==> src/rtl/wtns_pkg.sv <==
// Package for the weighted top-N selector: payload structs, FSM state type,
// controller/datapath command and status structs. No dependencies.
`default_nettype none
package wtns_pkg;
   localparam int COUNT_W = 40;
   localparam int INDEX_W = 11;
   localparam int PICK_W  = 7;
   localparam int CSR_PICK_COUNT = 0;

   typedef struct packed {
      logic [COUNT_W-1:0] play_count;
      logic               last_song;
   } req_type;

   typedef struct packed {
      logic [INDEX_W-1:0] song_index;
      logic               last_pick;
   } rsp_type;

   typedef enum logic [1:0] {
      ST_LOAD  = 2'd0,
      ST_MULT  = 2'd1,
      ST_EMIT  = 2'd2
   } state_type;

   typedef struct packed {
      logic mult;    // capture product of item
      logic insert;  // insert captured score into chain
      logic shift;   // pop head of chain to output
      logic clear;   // clear chain and counter
   } cmd_type;

   typedef struct packed {
      logic head_valid;  // chain position 0 holds an entry
      logic next_valid;  // chain position 1 holds an entry
   } sts_type;
endpackage
`default_nettype wire

==> src/rtl/wtns_ctrl.sv <==
// Controller FSM: sequences load, insert and emit burst.
// Depends on wtns_pkg.
`default_nettype none
module wtns_ctrl #(
   parameter int MAX_PICKS = 64
) (
   input  wire logic                         clock,
   input  wire logic                         reset,
   input  wire logic                         req_valid,
   output logic                              req_ready,
   input  wire logic                         last_song,
   input  wire logic [wtns_pkg::PICK_W-1:0]  pick_count,
   output logic                              rsp_valid,
   input  wire logic                         rsp_ready,
   output logic                              last_pick,
   input  wire wtns_pkg::sts_type            sts,
   output wtns_pkg::cmd_type                 cmd
);
   wtns_pkg::state_type state_ff, state_in;
   logic [wtns_pkg::PICK_W-1:0] left_ff, left_in;
   logic last_ff;
   logic [wtns_pkg::PICK_W-1:0] limit;
   logic take, pop;

   assign limit = (pick_count > wtns_pkg::PICK_W'(MAX_PICKS))
                  ? wtns_pkg::PICK_W'(MAX_PICKS) : pick_count;
   assign take = req_valid && req_ready;
   assign pop  = rsp_valid && rsp_ready;

   always_comb begin
      state_in = state_ff;
      left_in  = left_ff;
      case (state_ff)
         wtns_pkg::ST_LOAD: begin
            if (take) state_in = wtns_pkg::ST_MULT;
         end
         wtns_pkg::ST_MULT: begin
            if (last_ff) begin
               state_in = wtns_pkg::ST_EMIT;
               left_in  = limit;
            end else begin
               state_in = wtns_pkg::ST_LOAD;
            end
         end
         wtns_pkg::ST_EMIT: begin
            if (left_ff == '0 || !sts.head_valid) begin
               state_in = wtns_pkg::ST_LOAD;
            end else if (pop) begin
               left_in = left_ff - wtns_pkg::PICK_W'(1);
            end
         end
         default: state_in = wtns_pkg::ST_LOAD;
      endcase
   end

   always_comb begin
      req_ready  = 1'b0;
      rsp_valid  = 1'b0;
      cmd        = '0;
      case (state_ff)
         wtns_pkg::ST_LOAD: begin
            req_ready = 1'b1;
            cmd.mult  = take;
         end
         wtns_pkg::ST_MULT: cmd.insert = 1'b1;
         wtns_pkg::ST_EMIT: begin
            rsp_valid = left_ff != '0 && sts.head_valid;
            cmd.shift = pop;
            cmd.clear = left_ff == '0 || !sts.head_valid;
         end
         default: ;
      endcase
   end

   // Last pick: final of the limit, or chain runs dry after this one.
   assign last_pick = left_ff == wtns_pkg::PICK_W'(1) || !sts.next_valid;

   always_ff @(posedge clock) begin
      if (reset) begin
         state_ff <= wtns_pkg::ST_LOAD;
         left_ff  <= '0;
         last_ff  <= 1'b0;
      end else begin
         state_ff <= state_in;
         left_ff  <= left_in;
         if (take) last_ff <= last_song;
      end
   end

   assert property (@(posedge clock) disable iff (reset)
      rsp_valid |-> state_ff == wtns_pkg::ST_EMIT) else $error("rsp outside emit");
   assert property (@(posedge clock) disable iff (reset)
      req_ready |-> !rsp_valid) else $error("load during emit");
   assert property (@(posedge clock) disable iff (reset)
      pop |=> left_ff == $past(left_ff) - wtns_pkg::PICK_W'(1) || state_ff == wtns_pkg::ST_LOAD)
      else $error("emit count slip");
endmodule
`default_nettype wire

==> config.mk <==
export PLATFORM = sky130hd
export DESIGN_NAME = wtns_ctrl
export DESIGN_NICKNAME = d
export VERILOG_FILES = /design/src/rtl/wtns_pkg.sv /design/src/rtl/wtns_ctrl.sv
export SDC_FILE = /design/constraint.sdc
export NUM_CORES = 1
export LEC_CHECK = 0
export CELL_PAD_IN_SITES_DETAIL_PLACEMENT = 0
export CELL_PAD_IN_SITES_GLOBAL_PLACEMENT = 2
export CORE_UTILIZATION = 35
export DETAILED_ROUTE_END_ITERATION = 7
export DONT_BUFFER_PORTS = 1
export PLACE_DENSITY = 0.83
export SLEW_MARGIN = 5
export SYNTH_ARGS = -nofsm -noshare
export SYNTH_HDL_FRONTEND = slang
export SYNTH_SLANG_ARGS = --single-unit
==> constraint.sdc <==
create_clock -name clock -period 2.8 [get_ports clock]
set_input_delay 0.56 -clock clock [delete_from_list [all_inputs] [get_ports clock]]
set_output_delay 0.56 -clock clock [all_outputs]
set_load 0.02 [all_outputs]
==> results.py <==
metrics = {
    "floorplan": {
        "die_w_um": 45.37,
        "die_h_um": 45.37,
        "dieArea_um2": 2058,
        "io_pins": 21,
        "core_area_um2": 1745,
        "start_util": 0.3771,
        "num_rows": 15,
    },
    "power_and_ir_drop": {
        "peakVddDrop_mv": 0.2506,
        "power_density_nw_per_um2": 454.5,
        "cellLeakagePower_nw": 0.2780,
    },
    "worst_setup_path": {
        "cp-end-kind": "output pin",
        "endpoint": "cmd[0]",
        "required_ns": 2.24,
        "rr_worst_depth": 6,
        "cp.arrival_ns": 1.77,
        "cp-start-kind": "register",
        "worstReg2RegEnd": "left_ff[5]$_SDFFE_PP0P_",
        "path_max_fanout": 4,
        "crit_type": "register to output pin",
        "startpoint": "left_ff[0]$_SDFFE_PP0P_",
        "r2r_slack_ns": 0.77,
        "r2r-start": "left_ff[0]$_SDFFE_PP0P_",
    },
    "global_routing": {
        "gr-total-overflow": 0,
        "track_usage": 0.1744,
        "use_met1": 0.2469,
        "grt_pass1_vias": 532,
        "grt_pass1_wl_um": 2518,
        "antenna_found_initial": 0,
        "grt_max_degree": 11,
        "busiest_layer": "met1",
        "gr-usage-met2": 0.2435,
        "grt_use_met3": 0.08400,
    },
    "routing": {
        "drtAntennaViolNets": 0,
        "drt_wl_total_um": 1627,
        "drt-initial-drc-count": 21,
        "post-route-drc-count": 0,
        "wl_per_cell_um": 15.80,
        "viasPerCell": 5.961,
        "firstDrtPassIters": 4,
        "num_vias": 614,
    },
    "clocking": {
        "ctsHtreeMaxLevel": 1,
        "cts_resized": 0,
        "cts_hold_buf": 0,
        "cts_setup_buffers": 0,
        "clock_latency_ns": 0.27,
        "tritoncts": "done",
        "cts_root_buffer": "clkbuf_4",
        "numCtsBuffers": 3,
        "clkSinkCount": 10,
        "cts.clk_slew.worst_paths_ns": 0.08,
        "clockBufferDepth": 2,
    },
    "sta": {
        "tightest_slew_ns": 0.6009,
        "min_period_ns": 2.335,
        "fmax_mhz": 428.3,
        "fin_tns_setup_ns": 0,
        "hold_ws_ns": 0.3400,
        "finalHoldViolations": 0,
        "worst_slack_ns": 0.4652,
        "grt_setup_unrepaired": "no",
        "slew_viol_final": 0,
        "finalSetupViolations": 0,
        "relSlewSlack": 0.5994,
        "skew_ns": 0.005239,
        "period_share": 0.8339,
    },
    "place": {
        "place_hpwl_um": 1154,
        "gp_congestion": 0.7545,
        "post-place-ws_ns": 0.7623,
        "port_buffers": 0,
    },
    "layout": {
        "fin_nets": 95,
        "antenna_cells": 0,
        "area_delta_synth_final_pct": 5.703,
        "drive_gt1_frac": 0.1026,
    },
    "logic_synthesis": {
        "syn-num-nets": 95,
        "synth.area.top_cells": "dfxtp_1 (30%), nand3b_1 (5.7%), a21oi_1 (5.3%)",
        "synth_top_cell_by_area": "dfxtp_1",
        "yosysWarnings": 0,
        "synth.top_cell.area_share": 0.3042,
        "netlist_instances": 79,
        "yosysSeqAreaShare": 0.3042,
        "synth_area_per_cell_um2": 8.331,
        "ys_types": 32,
        "syn-cell-area_um2": 658.1,
        "ys_ff_latch": 10,
    },
    "min_path": {
        "hold_class": "input port to register",
    },
    "flow_run": {
        "max_cap_viol_count": 0,
    },
    "run_status": {
        "status": "finished, final reports clean",
    },
}
[routing by layer]
| layer | wire length, um | vias to the layer above |
|---|---|---|
| li1 | - | 288 |
| met1 | 779 | 293 |
| met2 | 706 | 31 |
| met3 | 133 | 2 |
| met4 | 7 | 0 |
| met5 | 0 | - |
[flip-flops by register name (all words and copies together), names as in the netlist]
signal,cells
left_ff,7
state_ff,2
last_ff,1
[final cells by class]
class,instances,area [um^2]
Clock buffer,4,36.28
Fill cell,187,1050
Inverter,5,18.77
Multi-Input combinational cell,59,409.1
Sequential cell,10,200.2
Tap cell,25,31.28
[kinds of logic after synthesis]
logic type / share of synthesized area
AOI/OAI and AO/OA: 0.2623
and+or+nand+nor: 0.3213
DFF: 0.3042
buffers and inverters: 0.07415
adders and majority gates: 0.03802
[Yosys cell counts]
cell type / number
a32o_1: 3
ha_1: 2
a21oi_2: 1
o22ai_1: 1
o221ai_1: 1
nand3b_1: 5
or4_1: 1
and3_1: 1
a211oi_2: 1
nor4b_4: 1
inv_1: 5
a21oi_1: 7
and2_1: 1
or2_1: 1
dfxtp_1: 10
o21a_1: 3
nand3_1: 2
clkbuf_1: 3
buf_6: 1
nor2_1: 6
buf_4: 1
nand2_1: 7
a2111oi_0: 1
o211a_1: 1
nor3_1: 3
a311oi_2: 1
nand2b_1: 2
nand4b_1: 2
o21ai_1: 1
nor3b_1: 1
nor2b_1: 2
a41o_1: 1
[worst max-delay path: stages (launching register included)]
cell and delay, ns:
dfxtp_1 0.33, inv_1 0.10, ha_1 0.23, nor4b_4 0.32, nand2_1 0.12, a21oi_1 0.40
[worst min path at each step]
| stage | from | end | slack (ns) | cells past startpoint |
|---|---|---|---|---|
| 6_report | reset | left_ff[6]$_SDFFE_PP0P_ | 0.34 | 1 |
| 5_1_grt | reset | left_ff[6]$_SDFFE_PP0P_ | 0.32 | 1 |
| 4_1_cts | reset | left_ff[6]$_SDFFE_PP0P_ | 0.34 | 1 |
| 3_5_place_dp | last_ff$_SDFFE_PP0P_ | last_ff$_SDFFE_PP0P_ | 0.44 | 2 |
| 3_3_place_gp | last_ff$_SDFFE_PP0P_ | last_ff$_SDFFE_PP0P_ | 0.43 | 2 |
| 2_1_floorplan | last_ff$_SDFFE_PP0P_ | last_ff$_SDFFE_PP0P_ | 0.43 | 2 |
[cells in the final DEF, fill, tap and decap left out, types with 3 or more instances in the layout]
cell type,count
inv_1,5
nor3_1,3
dfxtp_1,10
nand2_1,7
nand3b_1,5
a21oi_1,7
nor2_1,6
a32o_1,3
clkbuf_4,3
o21a_1,3
[where the power goes]
part           switching, mW  internal [mW]  leakage [nW]  total, mW
clock                 0.0577         0.0791        0.0210      0.137
combinational         0.0194         0.0119         0.176     0.0312
sequential           0.00288          0.145        0.0811      0.148
[stage by stage]
step	std cells	utilization	total power [mW]	instance area (um^2)
CTS	103	0.3986	0.3196	695.7
global route	103	0.3986	0.3340	695.7
finish	103	0.3986	0.3162	695.7
detailed placement	99	0.3778	0.1829	659.4
floorplan	79	-	0.1817	658.1
global placement	99	0.3778	0.1824	659.4
Note: power is estimated with default switching activity, not from simulation.
